===== config.mk =====
export PLATFORM = sky130hd
export DESIGN_NAME = lphm_fifo
export DESIGN_NICKNAME = d
export VERILOG_FILES = /design/src/rtl/lphm_pkg.sv /design/src/rtl/lphm_fifo.sv
export SDC_FILE = /design/constraint.sdc
export NUM_CORES = 1
export LEC_CHECK = 0
export BUFFER_PORTS_ARGS = -buffer_cell sky130_fd_sc_hd__buf_2
export CAP_MARGIN = 0
export CORE_ASPECT_RATIO = 1.2
export CORE_MARGIN = 1.5
export CORE_UTILIZATION = 30
export CTS_CLUSTER_DIAMETER = 200
export DETAILED_ROUTE_END_ITERATION = 10
export GPL_ROUTABILITY_DRIVEN = 0
export HOLD_SLACK_MARGIN = 0.03
export PLACE_DENSITY = 0.59
export SLEW_MARGIN = 0
export SYNTH_ARGS = -nofsm -noshare
export SYNTH_HDL_FRONTEND = slang
export SYNTH_SLANG_ARGS = --single-unit

===== constraint.sdc =====
create_clock -name aclk -period 6.5 [get_ports aclk]
set_clock_uncertainty 0.2 [all_clocks]
set_input_delay 0.325 -clock aclk [delete_from_list [all_inputs] [get_ports aclk]]
set_output_delay 0.325 -clock aclk [all_outputs]
set_load 0.005 [all_outputs]

===== src/rtl/lphm_pkg.sv =====
// Package for the linear probe hash map unit: item and configuration types,
// status and action codes, slot state codes and the three-part home hash.
// Depends on nothing; every other file in rtl uses it.
package lphm_pkg;

    localparam int SLOT_BITS = 10;
    localparam int DEPTH     = 1 << SLOT_BITS;

    // Action codes carried in s_tuser.
    localparam logic [1:0] ACT_PUT      = 2'd0;
    localparam logic [1:0] ACT_FIND     = 2'd1;
    localparam logic [1:0] ACT_DEL_KEY  = 2'd2;
    localparam logic [1:0] ACT_DEL_SLOT = 2'd3;

    // Slot state codes held in the status store.
    localparam logic [1:0] ST_EMPTY = 2'd0;
    localparam logic [1:0] ST_DEAD  = 2'd1;
    localparam logic [1:0] ST_USED  = 2'd2;

    // Configuration register indexes.
    localparam logic [1:0] CFG_SIZE_LOG2   = 2'd0;
    localparam logic [1:0] CFG_LOAD_LIMIT  = 2'd1;
    localparam logic [1:0] CFG_HASH_SELECT = 2'd2;

    // Result status codes carried in m_tuser.
    typedef enum logic [2:0] {
        RES_INSERTED    = 3'd0,
        RES_OVERWRITTEN = 3'd1,
        RES_FOUND       = 3'd2,
        RES_ABSENT      = 3'd3,
        RES_DELETED     = 3'd4,
        RES_FULL        = 3'd5,
        RES_NOT_USED    = 3'd6
    } status_t;

    typedef struct packed {
        logic [3:0]  size_log2;
        logic [9:0]  load_limit;
        logic [1:0]  hash_select;
        logic        clear_req;
    } cfg_t;

    typedef struct packed {
        logic [1:0]           action;
        logic signed [31:0]   key;
        logic signed [31:0]   value;
        logic [9:0]           slot;
        logic [SLOT_BITS-1:0] home;
    } item_t;

    // Hash constants.
    localparam logic [31:0] H0_C0 = 32'h7ed55d16;
    localparam logic [31:0] H0_C1 = 32'hc761c23c;
    localparam logic [31:0] H0_C2 = 32'h165667b1;
    localparam logic [31:0] H0_C3 = 32'hd3a2646c;
    localparam logic [31:0] H0_C4 = 32'hfd7046c5;
    localparam logic [31:0] H0_C5 = 32'hb55a4f09;
    localparam logic [31:0] H1_MUL = 32'h27d4eb2d;
    localparam logic [31:0] H1_XOR = 32'd61;
    localparam logic [31:0] H2_C0 = 32'h479ab41d;
    localparam logic [31:0] H2_C1 = 32'he4aa10ce;
    localparam logic [31:0] H2_C2 = 32'h9942f0a6;
    localparam logic [31:0] H2_C3 = 32'h5aedd67d;
    localparam logic [31:0] H2_C4 = 32'h17bea992;

    // First third of the selected hash.
    function automatic logic [31:0] hash_part1(input logic [31:0] a, input logic [1:0] sel);
        logic [31:0] x;
        x = a;
        case (sel)
            2'd0: begin
                x = (x + H0_C0) + (x << 12);
                x = (x ^ H0_C1) ^ (x >> 19);
            end
            2'd1: begin
                x = (x ^ H1_XOR) ^ (x >> 16);
                x = x + (x << 3);
                x = x ^ (x >> 4);
            end
            2'd2: begin
                x = (x + H2_C0) + (x << 8);
                x = (x ^ H2_C1) ^ (x >> 5);
            end
            default: begin
                x = x - (x << 6);
                x = x ^ (x >> 17);
                x = x - (x << 9);
            end
        endcase
        return x;
    endfunction

    // Middle third; holds the multiplier of the multiply hash.
    function automatic logic [31:0] hash_part2(input logic [31:0] a, input logic [1:0] sel);
        logic [31:0] x;
        x = a;
        case (sel)
            2'd0: begin
                x = (x + H0_C2) + (x << 5);
                x = (x + H0_C3) ^ (x << 9);
            end
            2'd1: begin
                x = x * H1_MUL;
            end
            2'd2: begin
                x = (x + H2_C2) - (x << 14);
                x = (x ^ H2_C3) ^ (x >> 3);
            end
            default: begin
                x = x ^ (x << 4);
                x = x - (x << 3);
            end
        endcase
        return x;
    endfunction

    // Last third.
    function automatic logic [31:0] hash_part3(input logic [31:0] a, input logic [1:0] sel);
        logic [31:0] x;
        x = a;
        case (sel)
            2'd0: begin
                x = (x + H0_C4) + (x << 3);
                x = (x ^ H0_C5) ^ (x >> 16);
            end
            2'd1: begin
                x = x ^ (x >> 15);
            end
            2'd2: begin
                x = (x + H2_C4) + (x << 7);
            end
            default: begin
                x = x ^ (x << 10);
                x = x ^ (x >> 15);
            end
        endcase
        return x;
    endfunction

endpackage


===== src/rtl/lphm_fifo.sv =====
// Two-entry queue between the front and back ends of the hash map unit.
// Depends on lphm_pkg for the item type.
module lphm_fifo (
    input  logic            aclk,
    input  logic            aresetn,
    input  logic            wr_en,
    input  lphm_pkg::item_t wr_data,
    output logic            full,
    input  logic            rd_en,
    output lphm_pkg::item_t rd_data,
    output logic            empty
);

    lphm_pkg::item_t entry_reg [2];
    logic            wr_ptr_reg;
    logic            rd_ptr_reg;
    logic [1:0]      count_reg;

    assign full    = (count_reg == 2'd2);
    assign empty   = (count_reg == 2'd0);
    assign rd_data = entry_reg[rd_ptr_reg];

    always_ff @(posedge aclk) begin
        if (!aresetn) begin
            wr_ptr_reg <= 1'b0;
            rd_ptr_reg <= 1'b0;
            count_reg  <= 2'd0;
        end else begin
            if (wr_en) wr_ptr_reg <= !wr_ptr_reg;
            if (rd_en) rd_ptr_reg <= !rd_ptr_reg;
            case ({wr_en, rd_en})
                2'b10:   count_reg <= count_reg + 2'd1;
                2'b01:   count_reg <= count_reg - 2'd1;
                default: count_reg <= count_reg;
            endcase
        end
    end

    always_ff @(posedge aclk) begin
        if (wr_en) entry_reg[wr_ptr_reg] <= wr_data;
    end

endmodule


======== Word-level counts from Yosys, hierarchy flattened ========
Memory sizes are Yosys's and may differ from the RTL's. A register that Yosys moved wholly into a read port is not among the register bits.
Index checks and enable logic that the tools add are counted.
cells by class
  add/subtract/negate cells ............... 2
  multiplexer cells ....................... 5
  equality and inequality tests ........... 3
  reduce and logical (&&, ||, !) cells .... 4
operators with widths
  kind                                                                   count
  2-bit equality test, second input constant                             2
  1-bit two-way mux                                                      4
  2-bit case mux with 2 select lines                                     1
  2-bit by 1-bit adder with 2-bit output, second input constant          1
  2-bit by 1-bit equality test with 1-bit output, second input constant  1
  1-bit zero test                                                        2
  2-bit zero test                                                        1
  2-bit nonzero test                                                     1
  2-bit by 1-bit subtractor with 2-bit output, second input constant     1
word-level totals
  register bits ........................... 4
  memories ................................ 1
  logic and storage cells ................. 18
  output and inout port bits .............. 88
  memory bits (writable) .................. 172
memories
  memory     words  bits a word  read ports  clocked after Yosys merged registers in  wr ports  line             source
  entry_reg  2      86           1           1                                        1         lphm_fifo.sv:14  lphm_pkg::item_t entry_reg [2];

======== Depth between registers and ports, before layout ========
  depth in word-level cells ............... 3
  mapped depth ............................ 5
  depth with buffers taken out ............ 5

======== Worst setup path after synthesis ========
No wires, ideal clock.
  path type ............................... input-to-reg
  start ................................... input wr_en
  end ..................................... memory entry_reg[0][0] (netlist name), enable pin
  library setup time ...................... 535 ps
  data arrival time ....................... 4018 ps
  cell stages on the path ................. 2
  setup slack ............................. 1747 ps
  cells stage by stage .................... inv_1 -> nor2_1
on the way
  cells in the longest elaborated chain, start to end .. 2
ends and longest elaborated chain
  item                                     line             source
  start, declared                          lphm_fifo.sv:6   input logic wr_en,
  1-bit two-way mux                        lphm_fifo.sv:40  if (wr_en) entry_reg[wr_ptr_reg] <= wr_data;
  1-bit two-way mux (implied by the code)  lphm_fifo.sv:40
  end, declared                            lphm_fifo.sv:14
Every way passes these cells.

==> out/results.txt <==
outcome = finished clean
combinational fraction of design power = 0.105
Ports = 178
Commonest cells post-synth = edfxtp_1 (172), mux2_2 (46), mux2_4 (40)
post-CTS sizing = 0
total number of vias = 3656
WS Path Type = reg -> out
final setup vio count = 0
crit-path cells = buf_4, mux2_2, buf_2
H-tree levels = 4
Power Density = 285 nW/um2
R2R Setup Slk = 4.28 ns
Final Max Slew Viols = 0
Syn Area/Cell = 22.7 um2
setup TNS = 0 ns
drt first pass iters = 4
Top Family by Delay on Critical Path = flip-flops
sequential power share = 0.511
largest net degree at the start of global routing = 88
Yosys warning total = 0
register area share after synthesis = 0.800
CP required = 5.97 ns
R2R Path End = entry_reg[1][19]$_DFFE_PP_
overall die width = 138 um
Syn Nets = 381
max FFs per register = 172
Skew-Pair Late Insertion Delay = 0.43 ns
DP Cell Count = 734
max incr delay on CP = 0.82 ns
Core Rows = 59
CTS Hold Bufs = 89
Netlist Area Pre-Place = 6580 um2
Netlist cell types = 18
CP max FO = 48
P_int = 2.06 mW
GRT Overall Usage = 0.113
clock sinks = 177
Crit-path slowest cell = dfxtp_4
Yosys top cell by area = edfxtp_1
max_slew headroom = 0.220
Antenna Nets Post-Route = 0
WHS = 0.0564 ns
I/O Buffers = 177
Post-DP HPWL = 7900 um
global-route wire length before repair = 19900 um
Clk pwr share = 0.384
Clock transition at path regs = 0.07 ns
DRC violations left = 0
final hold viol count = 0
CP Buf/Inv Count = 2
Synth Flop Type = edfxtp_1
synthesized instance count = 290
R2R depth = 2
maxcap violations = 0
Stages on worst setup path = 3
setup ws final = 3.48 ns
Post-synth EDFFs = 172
gr ovfl total = 0
Worst-Margin Slew = 1.17 ns
Longest Clk Path Bufs = 2
FF-to-FF Start = wr_ptr_reg$_SDFFE_PN0P_
nature of the critical path endpoint = primary output
ys async rst share = 0
P_sw = 0.574 mW
final net count = 659
Setup crit end = rd_data[81]
Die Y = 165 um
Die ar. = 22800 um2
layout cells sized above 1 = 0.516
Placement Setup Slack = 3.87 ns
Area Growth Syn to Fin = 40.4%
Clock Tree Root = clkbuf_16
initial DRC count = 131
final wirelength = 12700 um
CORE AREA = 21600 um2
CTS tree = yes
maximum clock frequency = 0.331 GHz
largest cells by area after synthesis = edfxtp_1 (78%), mux2_4 (9.1%), mux2_2 (7.9%)
Hold WC Path Type = in -> reg
Worst VDD drop = 0.166 mV
Startpoint Class = register
antenna violations before repair = 0
Starting Density = 0.304
WL/cell = 14.9 um
Arrival @ worst endpoint = 2.49 ns
Num CTS Buffers = 17
vias in the first global route = 4031
Leak = 3.55 nW
crit path time final = 3.02 ns
sw frac = 0.218
Via density = 4.28
synthesis-stage register bit count = 177
post-CTS setup buffers = 0
RSZ-0062 raised after global routing = false
cell with the most instances after synthesis = edfxtp_1
Antenna Cells = 0
total power = 2.63 mW
fin crit share = 0.464
fin cells = 855
Synth top area share = 0.785
## cells by family after synthesis
| kind of cell | after synthesis | share of synthesized area |
|---|---|---|
| flops | 177 | 0.800 |
| mux | 86 | 0.170 |
| buf+inv | 11 | 0.0129 |
| simple gates | 9 | 0.00818 |
| compound gates | 3 | 0.00304 |
| xor+xnor | 3 | 0.00399 |
| fa+ha+maj | 1 | 0.00190 |
## tightest hold or removal path: stages
cell	delay, ns
buf_2	0.10
xor2_1	0.07
and2_1	0.14
## power groups by stage
stage | registers (mW) | clock network, mW | logic [mW]
after floorplan | 1.36 | 0 | 0.145
after global placement | 1.37 | 0 | 0.235
after detailed placement | 1.37 | 0 | 0.240
after CTS | 1.35 | 1.04 | 0.284
after global routing | 1.35 | 1.09 | 0.303
final | 1.35 | 1.01 | 0.278
## per-layer routing
metal	track usage	wire length, um	vias up	part of all wire
met5	0	0	-	0
met4	0.0517	189	0	0.015
met3	0.0358	614	13	0.048
met2	0.209	6920	123	0.54
met1	0.118	5000	1819	0.39
li1	-	-	1701	-
## cells in the final DEF (no fill, tap or decap)
cell           Yosys  routed
buf_4              0       3
clkbuf_16          0      17
dfxtp_4            0       1
clkbuf_1           0       1
inv_8              0       2
inv_6              0       3
xor2_1             1       1
and2b_2            1       1
edfxtp_1         172     172
bufinv_16          0       2
nor2b_1            1       1
dfxtp_1            5       4
nor2_1             2       1
dlygate4sd3_1      0      89
or3_1              1       1
nor2_4             0       1
and2_1             4       3
mux2_2            46      46
inv_1              1       1
clkinv_4           0       2
xnor2_1            2       2
ha_1               1       1
clkinv_2           0       2
a21boi_1           1       1
o21ai_0            1       1
buf_2              5     177
o21a_1             1       1
and2_4             0       1
mux2_4            40      40
clkinv_1           0       1
clkinvlp_4         0       2
## how the worst min path moves through the flow
stage                               from                         to  cells past startpoint
5_1_grt                            rd_en    rd_ptr_reg$_SDFFE_PN0P_                      3
2_1_floorplan                 wr_data[0]  entry_reg[0][0]$_DFFE_PP_                      0
3_3_place_gp   count_reg[1]$_SDFFE_PN0P_  count_reg[1]$_SDFFE_PN0P_                      2
4_1_cts                            rd_en    rd_ptr_reg$_SDFFE_PN0P_                      3
6_report                           rd_en    rd_ptr_reg$_SDFFE_PN0P_                      3
3_5_place_dp   count_reg[1]$_SDFFE_PN0P_  count_reg[1]$_SDFFE_PN0P_                      2
## area by class of cell
type                    count  area (um2)
clock inverters            14         155
well taps                 274         343
clock buffers              18         429
repair buffers            269        1800
fillers                  1943       12400
inverters                   1        3.75
flip-flops and latches    177        5270
multi-input cells         102        1240
## per-stage QoR
step            util  instance area [um2]
4_1_cts        0.427                 9240
5_1_grt        0.427                 9240
3_5_place_dp   0.359                 7760
6_report       0.427                 9240
3_3_place_gp   0.359                 7760
2_1_floorplan      -                 6580
(Power assumes the default switching activity.)
