File: src/rtl/lphm_pkg.sv
// Package for the linear probe hash map unit: item and configuration types,
// status and action codes, slot state codes and the three-part home hash.
// Depends on nothing; every other file in rtl uses it.
package lphm_pkg;

    localparam int SLOT_BITS = 10;
    localparam int DEPTH     = 1 << SLOT_BITS;

    // Action codes carried in s_tuser.
    localparam logic [1:0] ACT_PUT      = 2'd0;
    localparam logic [1:0] ACT_FIND     = 2'd1;
    localparam logic [1:0] ACT_DEL_KEY  = 2'd2;
    localparam logic [1:0] ACT_DEL_SLOT = 2'd3;

    // Slot state codes held in the status store.
    localparam logic [1:0] ST_EMPTY = 2'd0;
    localparam logic [1:0] ST_DEAD  = 2'd1;
    localparam logic [1:0] ST_USED  = 2'd2;

    // Configuration register indexes.
    localparam logic [1:0] CFG_SIZE_LOG2   = 2'd0;
    localparam logic [1:0] CFG_LOAD_LIMIT  = 2'd1;
    localparam logic [1:0] CFG_HASH_SELECT = 2'd2;

    // Result status codes carried in m_tuser.
    typedef enum logic [2:0] {
        RES_INSERTED    = 3'd0,
        RES_OVERWRITTEN = 3'd1,
        RES_FOUND       = 3'd2,
        RES_ABSENT      = 3'd3,
        RES_DELETED     = 3'd4,
        RES_FULL        = 3'd5,
        RES_NOT_USED    = 3'd6
    } status_t;

    typedef struct packed {
        logic [3:0]  size_log2;
        logic [9:0]  load_limit;
        logic [1:0]  hash_select;
        logic        clear_req;
    } cfg_t;

    typedef struct packed {
        logic [1:0]           action;
        logic signed [31:0]   key;
        logic signed [31:0]   value;
        logic [9:0]           slot;
        logic [SLOT_BITS-1:0] home;
    } item_t;

    // Hash constants.
    localparam logic [31:0] H0_C0 = 32'h7ed55d16;
    localparam logic [31:0] H0_C1 = 32'hc761c23c;
    localparam logic [31:0] H0_C2 = 32'h165667b1;
    localparam logic [31:0] H0_C3 = 32'hd3a2646c;
    localparam logic [31:0] H0_C4 = 32'hfd7046c5;
    localparam logic [31:0] H0_C5 = 32'hb55a4f09;
    localparam logic [31:0] H1_MUL = 32'h27d4eb2d;
    localparam logic [31:0] H1_XOR = 32'd61;
    localparam logic [31:0] H2_C0 = 32'h479ab41d;
    localparam logic [31:0] H2_C1 = 32'he4aa10ce;
    localparam logic [31:0] H2_C2 = 32'h9942f0a6;
    localparam logic [31:0] H2_C3 = 32'h5aedd67d;
    localparam logic [31:0] H2_C4 = 32'h17bea992;

    // First third of the selected hash.
    function automatic logic [31:0] hash_part1(input logic [31:0] a, input logic [1:0] sel);
        logic [31:0] x;
        x = a;
        case (sel)
            2'd0: begin
                x = (x + H0_C0) + (x << 12);
                x = (x ^ H0_C1) ^ (x >> 19);
            end
            2'd1: begin
                x = (x ^ H1_XOR) ^ (x >> 16);
                x = x + (x << 3);
                x = x ^ (x >> 4);
            end
            2'd2: begin
                x = (x + H2_C0) + (x << 8);
                x = (x ^ H2_C1) ^ (x >> 5);
            end
            default: begin
                x = x - (x << 6);
                x = x ^ (x >> 17);
                x = x - (x << 9);
            end
        endcase
        return x;
    endfunction

    // Middle third; holds the multiplier of the multiply hash.
    function automatic logic [31:0] hash_part2(input logic [31:0] a, input logic [1:0] sel);
        logic [31:0] x;
        x = a;
        case (sel)
            2'd0: begin
                x = (x + H0_C2) + (x << 5);
                x = (x + H0_C3) ^ (x << 9);
            end
            2'd1: begin
                x = x * H1_MUL;
            end
            2'd2: begin
                x = (x + H2_C2) - (x << 14);
                x = (x ^ H2_C3) ^ (x >> 3);
            end
            default: begin
                x = x ^ (x << 4);
                x = x - (x << 3);
            end
        endcase
        return x;
    endfunction

    // Last third.
    function automatic logic [31:0] hash_part3(input logic [31:0] a, input logic [1:0] sel);
        logic [31:0] x;
        x = a;
        case (sel)
            2'd0: begin
                x = (x + H0_C4) + (x << 3);
                x = (x ^ H0_C5) ^ (x >> 16);
            end
            2'd1: begin
                x = x ^ (x >> 15);
            end
            2'd2: begin
                x = (x + H2_C4) + (x << 7);
            end
            default: begin
                x = x ^ (x << 10);
                x = x ^ (x >> 15);
            end
        endcase
        return x;
    endfunction

endpackage

File: src/rtl/lphm_front.sv
// Front end of the hash map unit: accepts an item and works out its home slot
// in three registered hash steps, then hands it to the queue.
// Depends on lphm_pkg.
module lphm_front (
    input  logic                aclk,
    input  logic                aresetn,
    input  lphm_pkg::cfg_t      cfg,
    input  logic                s_tvalid,
    output logic                s_tready,
    input  logic [79:0]         s_tdata,
    input  logic [1:0]          s_tuser,
    output logic                q_wr,
    output lphm_pkg::item_t     q_wr_data,
    input  logic                q_full
);

    logic            busy_reg;
    logic [1:0]      phase_reg;
    logic [31:0]     hash_reg;
    lphm_pkg::item_t item_reg;

    assign s_tready = !busy_reg;
    assign q_wr     = busy_reg && (phase_reg == 2'd3) && !q_full;

    always_comb begin
        q_wr_data      = item_reg;
        q_wr_data.home = hash_reg[lphm_pkg::SLOT_BITS-1:0];
    end

    always_ff @(posedge aclk) begin
        if (!aresetn) begin
            busy_reg  <= 1'b0;
            phase_reg <= 2'd0;
        end else if (!busy_reg) begin
            if (s_tvalid) begin
                busy_reg  <= 1'b1;
                phase_reg <= 2'd0;
            end
        end else if (phase_reg != 2'd3) begin
            phase_reg <= phase_reg + 2'd1;
        end else if (!q_full) begin
            busy_reg <= 1'b0;
        end
    end

    always_ff @(posedge aclk) begin
        if (!busy_reg && s_tvalid) begin
            item_reg.action <= s_tuser;
            item_reg.key    <= s_tdata[31:0];
            item_reg.value  <= s_tdata[63:32];
            item_reg.slot   <= s_tdata[73:64];
            item_reg.home   <= '0;
            hash_reg        <= s_tdata[31:0];
        end else if (busy_reg) begin
            case (phase_reg)
                2'd0:    hash_reg <= lphm_pkg::hash_part1(hash_reg, cfg.hash_select);
                2'd1:    hash_reg <= lphm_pkg::hash_part2(hash_reg, cfg.hash_select);
                2'd2:    hash_reg <= lphm_pkg::hash_part3(hash_reg, cfg.hash_select);
                default: hash_reg <= hash_reg;
            endcase
        end
    end

endmodule

File: config.mk
export PLATFORM = sky130hd
export DESIGN_NAME = lphm_front
export DESIGN_NICKNAME = d
export VERILOG_FILES = /design/src/rtl/lphm_pkg.sv /design/src/rtl/lphm_front.sv
export SDC_FILE = /design/constraint.sdc
export NUM_CORES = 2
export LEC_CHECK = 0
export BUFFER_PORTS_ARGS = -buffer_cell sky130_fd_sc_hd__buf_2
export CAP_MARGIN = 20
export CORE_MARGIN = 10
export CORE_UTILIZATION = 42
export CTS_CLUSTER_DIAMETER = 60
export DETAILED_ROUTE_END_ITERATION = 16
export PLACE_DENSITY = 0.67
export SLEW_MARGIN = 5
export SYNTH_ARGS = -nofsm -noshare
export SYNTH_HDL_FRONTEND = slang
export SYNTH_SLANG_ARGS = --single-unit
File: constraint.sdc
create_clock -name aclk -period 9.7 [get_ports aclk]
set_input_delay 0.485 -clock aclk [delete_from_list [all_inputs] [get_ports aclk]]
set_output_delay 0.485 -clock aclk [all_outputs]
set_load 0.01 [all_outputs]
Yosys cells after proc, flatten, opt, wreduce, memory -nomap -nowiden
Cells that the tools add are included.
- add/sub/neg operators: 18
- multiply operators: 1
- equality and inequality tests: 7
- multiplexer cells: 13
- bitwise operators: 17
- reduce and logical (&&, ||, !) cells: 12
- operators with widths (operator ; count):
    $pmux 32 s3 ; 4
    $add 32x32->32 ; 6
    $sub 32x32->32 ; 4
    $add 32x32->32 const B ; 3
    $xor 32x32->32 ; 3
    $add 32x29->32 const B ; 2
    $add 32x31->32 const B ; 2
    $mux 32 ; 2
    $xor 32x16->32 ; 2
    $xor 32x17->32 ; 2
    $mul 32x30->32 const B ; 1
    $xor 32x13->32 ; 1
    $xor 32x15->32 ; 1
    $xor 32x27->32 ; 1
    $xor 32x28->32 ; 1
    $xor 32x29->32 ; 1
    $not 21->21 ; 1
    $not 16->16 ; 1
    $not 15->15 ; 1
    $not 14->14 ; 1
    $eq 2x2->1 const B ; 3
    $mux 2 ; 3
    $not 5->5 ; 1
    $eq 2x1->1 const B ; 2
    other kinds (10) ; 19
- bits in registers: 111
- input port bits: 103
- output and inout bits: 88
- logic and storage cells: 75

Depth between registers and ports, before layout
- depth in word-level cells: 8
- depth in mapped cells: 30
- depth with buffers taken out: 29

Least setup slack after synthesis
OpenSTA, ideal clock, no wires.
- path type: register -> register
- start point: reg hash_reg[6]
- end point: reg hash_reg[23] (data pin)
- setup time: 0.263 ns
- arrival: 7.267 ns
- required time: 9.437 ns
- slack: 2.170 ns
- stages on the path, launching flop included: 26
- buffers on the path: 1
- period minus slack after synthesis: 7.530 ns
- path through: edfxtp_1 > buf_1 > inv_1 > fa_1 > fa_1 > inv_1 > fa_1 > fa_1 > inv_1 > fa_1 > inv_1 > fa_1 > inv_1 > fa_1 > inv_1 > ha_1 > a21oi_1 > nor2b_1 > a221o_1 > or3_1 > o211ai_1 > xor2_1 > o22ai_1 > a211oi_1 > a211oi_1 > a2111o_1
- cells in the longest elaborated chain, start to end: 8
- elaborated cells on any way between the ends: 35
- those cells by class: 17 x add/sub; 1 x mul; 6 x mux; 11 x bitwise
- RTL lines (item ; line ; source):
    from (decl) ; lphm_front.sv:19 ; logic [31:0] hash_reg;
    from (signal assigned) ; lphm_front.sv:53 ; hash_reg <= s_tdata[31:0];
    from (signal assigned) ; lphm_front.sv:56 ; 2'd0: hash_reg <= lphm_pkg::hash_part1(hash_reg, cfg.hash_select);
    from (signal assigned) ; lphm_front.sv:57 ; 2'd1: hash_reg <= lphm_pkg::hash_part2(hash_reg, cfg.hash_select);
    $add 32x29->32 (tied with other cells) ; lphm_pkg.sv:99 ; x = (x + H0_C2) + (x << 5);
    $add 32x32->32 (tied with other cells) ; lphm_pkg.sv:99 ;
    $add 32x32->32 (tied with other cells) ; lphm_pkg.sv:100 ; x = (x + H0_C3) ^ (x << 9);
    $xor 32x32->32 (tied with other cells) ; lphm_pkg.sv:100 ;
    $pmux 32 s3, on equally long branches ; lphm_pkg.sv:97, lphm_pkg.sv:70 ;
    $pmux 32 s3 (*) ; lphm_front.sv:55 ; case (phase_reg)
    $mux 32 (*) ; lphm_front.sv:54 ; end else if (busy_reg) begin
    $mux 32 (*) ; lphm_front.sv:47 ; if (!busy_reg && s_tvalid) begin
Every way passes the cells marked *; elsewhere a longest branch is shown, timed or not. The select of a mux whose other input is x is not followed.
A chain may end at the register's enable or synchronous reset.

Worst setup path in the final report
- start point: reg hash_reg[4]
- end point: reg hash_reg[30] (data pin)
- cells in the longest elaborated chain, start to end: 8
- elaborated cells on any way between the ends: 37
- those cells by class: 17 x add/sub; 1 x mul; 6 x mux; 13 x bitwise
- RTL lines (item ; line):
    $add 32x29->32 (tied with other cells) ; lphm_pkg.sv:99
    $add 32x32->32 (tied with other cells) ; lphm_pkg.sv:99
    $add 32x32->32 (tied with other cells) ; lphm_pkg.sv:100
    $xor 32x32->32 (tied with other cells) ; lphm_pkg.sv:100
    $pmux 32 s3, on equally long branches ; lphm_pkg.sv:97, lphm_pkg.sv:70
    $pmux 32 s3 (*) ; lphm_front.sv:55
    $mux 32 (*) ; lphm_front.sv:54
    $mux 32 (*) ; lphm_front.sv:47
Marks and branches as above.

==> impl_metrics.json <==
{
  "dp_cells": 5172,
  "wl_microns": 142000,
  "synth_top_family_by_area": "adder cells",
  "rsz0062_at_grt": "no",
  "cts_tree": "done",
  "grt_max_degree": 65,
  "syn_to_final_growth_pct": 7.89,
  "critPathMaxStageDelay_ns": 0.89,
  "startpoint_type": "register",
  "overflow": 0,
  "die_h_microns": 302,
  "vias_per_cell": 6.15,
  "worst_pin_slew_ns": 1.18,
  "via_count": 31895,
  "hold_end": "q_wr_data[53]$_DFFE_PP_",
  "async_reset_ff_share_pct": 0,
  "synth-simple-area-share_pct": 9.82,
  "timing.rr.start": "hash_reg[4]$_DFFE_PP_",
  "synth-seq-area-share_pct": 9.86,
  "grt_pass1_vias": 29870,
  "drc": 0,
  "synthTopCellsByArea": "ha_1, fa_1, edfxtp_1",
  "synth_cell_types": 99,
  "yosysTopAreaCell": "ha_1",
  "post_route_cells_drive_above_1_share_pct": 8.17,
  "io_pins": 191,
  "ctsHtreeMaxLevel": 3,
  "die_width_microns": 302,
  "fillerInstances": 7792,
  "drt_iter0_drc": 4075,
  "die_area_sq_mm": 0.0915,
  "setup_viol": 0,
  "clk_pin_slew_ns": 0.12,
  "min_path_cells": 1,
  "initial_core_util_pct": 42.4,
  "core-area_sq_mm": 0.0790,
  "whs_ns": 0.263,
  "avgSynthCellArea_sq_um": 8.39,
  "timing_worst_setup_path_type": "reg -> reg",
  "path_common_cell": "fa_1",
  "synth_nets": 4902,
  "ctsHoldBuffers": 0,
  "layout_worst_path_cycle_share_pct": 91.3,
  "hold_start": "s_tdata[1]",
  "crit_family": "adder cells",
  "synth_top_area_share_pct": 22.0,
  "row_count": 103,
  "synth-edff-count": 108,
  "firstDrtPassIters": 8,
  "reg2reg_depth": 25,
  "synthAdderAreaFrac_pct": 35.0,
  "synth_compound_area_share_pct": 21.4,
  "final_nets": 5042,
  "yosysWarnings": 0,
  "slew_violations": 0,
  "cp.arrival_ns": 9.01,
  "path_buf_inv": 4,
  "slowest_stage": "edfxtp_1",
  "dp_hpwl_microns": 114000,
  "largest_register_ffs": 76,
  "cts.sinks": 111,
  "stdcell_count": 5190,
  "io_buffers": 169,
  "fmax_ghz": 0.113,
  "clock_skew_ns": 0.0386,
  "muxShareOfSynthArea_pct": 0.243,
  "synth-xor-area-share_pct": 15.2,
  "cts_resized": 0,
  "fin_util_pct": 45.8,
  "cap_violations": 0,
  "hold_viol": 0,
  "slew_headroom_pct": 20.6,
  "cts_setup_buffers": 0,
  "ant_nets": 0,
  "cts-root-buf": "clkbuf_16",
  "antenna_found_initial": 9,
  "run_status": "finished clean",
  "synth_flop_cell": "edfxtp_1",
  "r2r_slack_ns": 0.84,
  "critical_path.max_fanout": 9,
  "synthCells": 3993,
  "avgRoutedWirePerCell_microns": 27.3,
  "ys_ff_latch": 111,
  "rr_endpoint": "hash_reg[30]$_DFFE_PP_",
  "finalSetupTns_ns": 0,
  "grtUsageTotal_pct": 29.9,
  "clkLatencyLatePin_ns": 0.42,
  "syn_area_sq_mm": 0.0335,
  "holdCritPathClass": "in -> reg",
  "place.gp.congestion": 1.13,
  "crit_path_end_kind": "register",
  "grt_pass1_wl_microns": 202000,
  "clockBufferDepth": 2,
  "cts-buffers-inserted": 9,
  "required_ns": 9.85,
  "fin_crit_ns": 8.86
}
-- worst max-delay path by stage --
stage                                startpoint                      to  slack, ns  cells after the start
after floorplan           hash_reg[6]$_DFFE_PP_  hash_reg[23]$_DFFE_PP_       2.17                     25
after global placement    hash_reg[4]$_DFFE_PP_  hash_reg[30]$_DFFE_PP_       1.18                     25
after detailed placement  hash_reg[4]$_DFFE_PP_  hash_reg[30]$_DFFE_PP_       1.12                     25
after CTS                 hash_reg[4]$_DFFE_PP_  hash_reg[30]$_DFFE_PP_       1.13                     25
after global routing      hash_reg[4]$_DFFE_PP_  hash_reg[30]$_DFFE_PP_       0.75                     25
final                     hash_reg[4]$_DFFE_PP_  hash_reg[30]$_DFFE_PP_       0.84                     25
-- metal layers --
metal  track usage [%]  up-vias  wire length (microns)
met4              19.0       12                  11100
met3              9.61      521                  19400
met1              38.7    15091                  54800
met2              42.6     2052                  56400
met5                 0        -                     82
li1                  -    14219                      -
-- cells in the final DEF, fill, tap and decap left out, types with 13 or more instances in the layout --
master     count
xnor2_1      364
a31oi_1       41
a211oi_1      50
and2_1        21
o2111ai_1     13
nor2b_1       34
buf_4         87
buf_2        169
nand4_1       21
o22ai_1       14
nand2_1      206
inv_1        621
and3_1        25
a221oi_1      60
o21bai_1      26
nor2_1       176
xor2_1       204
o31a_1        13
ha_1         585
nand2b_1      39
a221o_1       16
o21ai_0      196
fa_1         217
or3_1         13
a21oi_1      282
nor3_1        57
o211ai_1      26
a21o_1        90
o221ai_1      20
o31ai_1       16
o21a_1        44
edfxtp_1     108
nand3_1       42
-- cell type report --
class | instances | area, sq um | share of cell area [%]
repair buffers | 257 | 1510 | 4.18
clock inverters | 7 | 87.6 | 0.242
clock buffers | 9 | 225 | 0.623
flip-flops and latches | 111 | 3300 | 9.14
well taps | 1050 | 1310 | 3.63
diodes | 2 | 5.00 | 0.0138
inverters | 624 | 2340 | 6.49
multi-input cells | 3130 | 27400 | 75.7
-- cell families (layout without fill, tap and decap cells) --
logic type | count (synthesis) | after routing
AOI/OAI and AO/OA | 1057 | 1057
xor gates and xnor gates | 574 | 574
adders and majority gates | 806 | 806
buffers and inverters | 752 | 897
DFF | 111 | 111
muxes | 8 | 8
other | 0 | 2
and+or+nand+nor | 685 | 685
-- cells in the mapped netlist, types with 8 or more instances --
master,number
o221ai_1,20
a311oi_1,9
o31a_1,13
o211ai_1,26
o31ai_1,16
a221oi_1,60
nand2_1,206
buf_4,11
a21boi_0,11
a21o_1,90
a211oi_1,50
xor2_1,204
ha_1,589
nand4_1,21
o2111ai_1,13
buf_1,9
o21bai_1,26
nor2b_1,34
nor4_1,8
nor3_1,57
a211o_1,10
nand2b_1,39
or2_2,12
xnor2_1,364
nor2_1,176
clkbuf_1,100
o21ai_0,196
nand3_1,42
a31o_2,9
o22ai_1,14
fa_1,217
a21oi_1,282
o21a_1,44
a221o_1,16
and2_1,21
a31oi_1,41
and3_1,25
or3_1,13
inv_1,622
edfxtp_1,108
a2111oi_0,8
-- through the flow --
| stage | worst slack (ns) | area (sq um) |
|---|---|---|
| after global routing | 0.754 | 36100 |
| after floorplan | 2.17 | 33500 |
| final | 0.841 | 36100 |
| after CTS | 1.13 | 36100 |
| after detailed placement | 1.12 | 35800 |
| after global placement | 1.18 | 35800 |
Power is not shown: default switching activity piles up to over one toggle a cycle in this logic, so the estimate is an artifact.
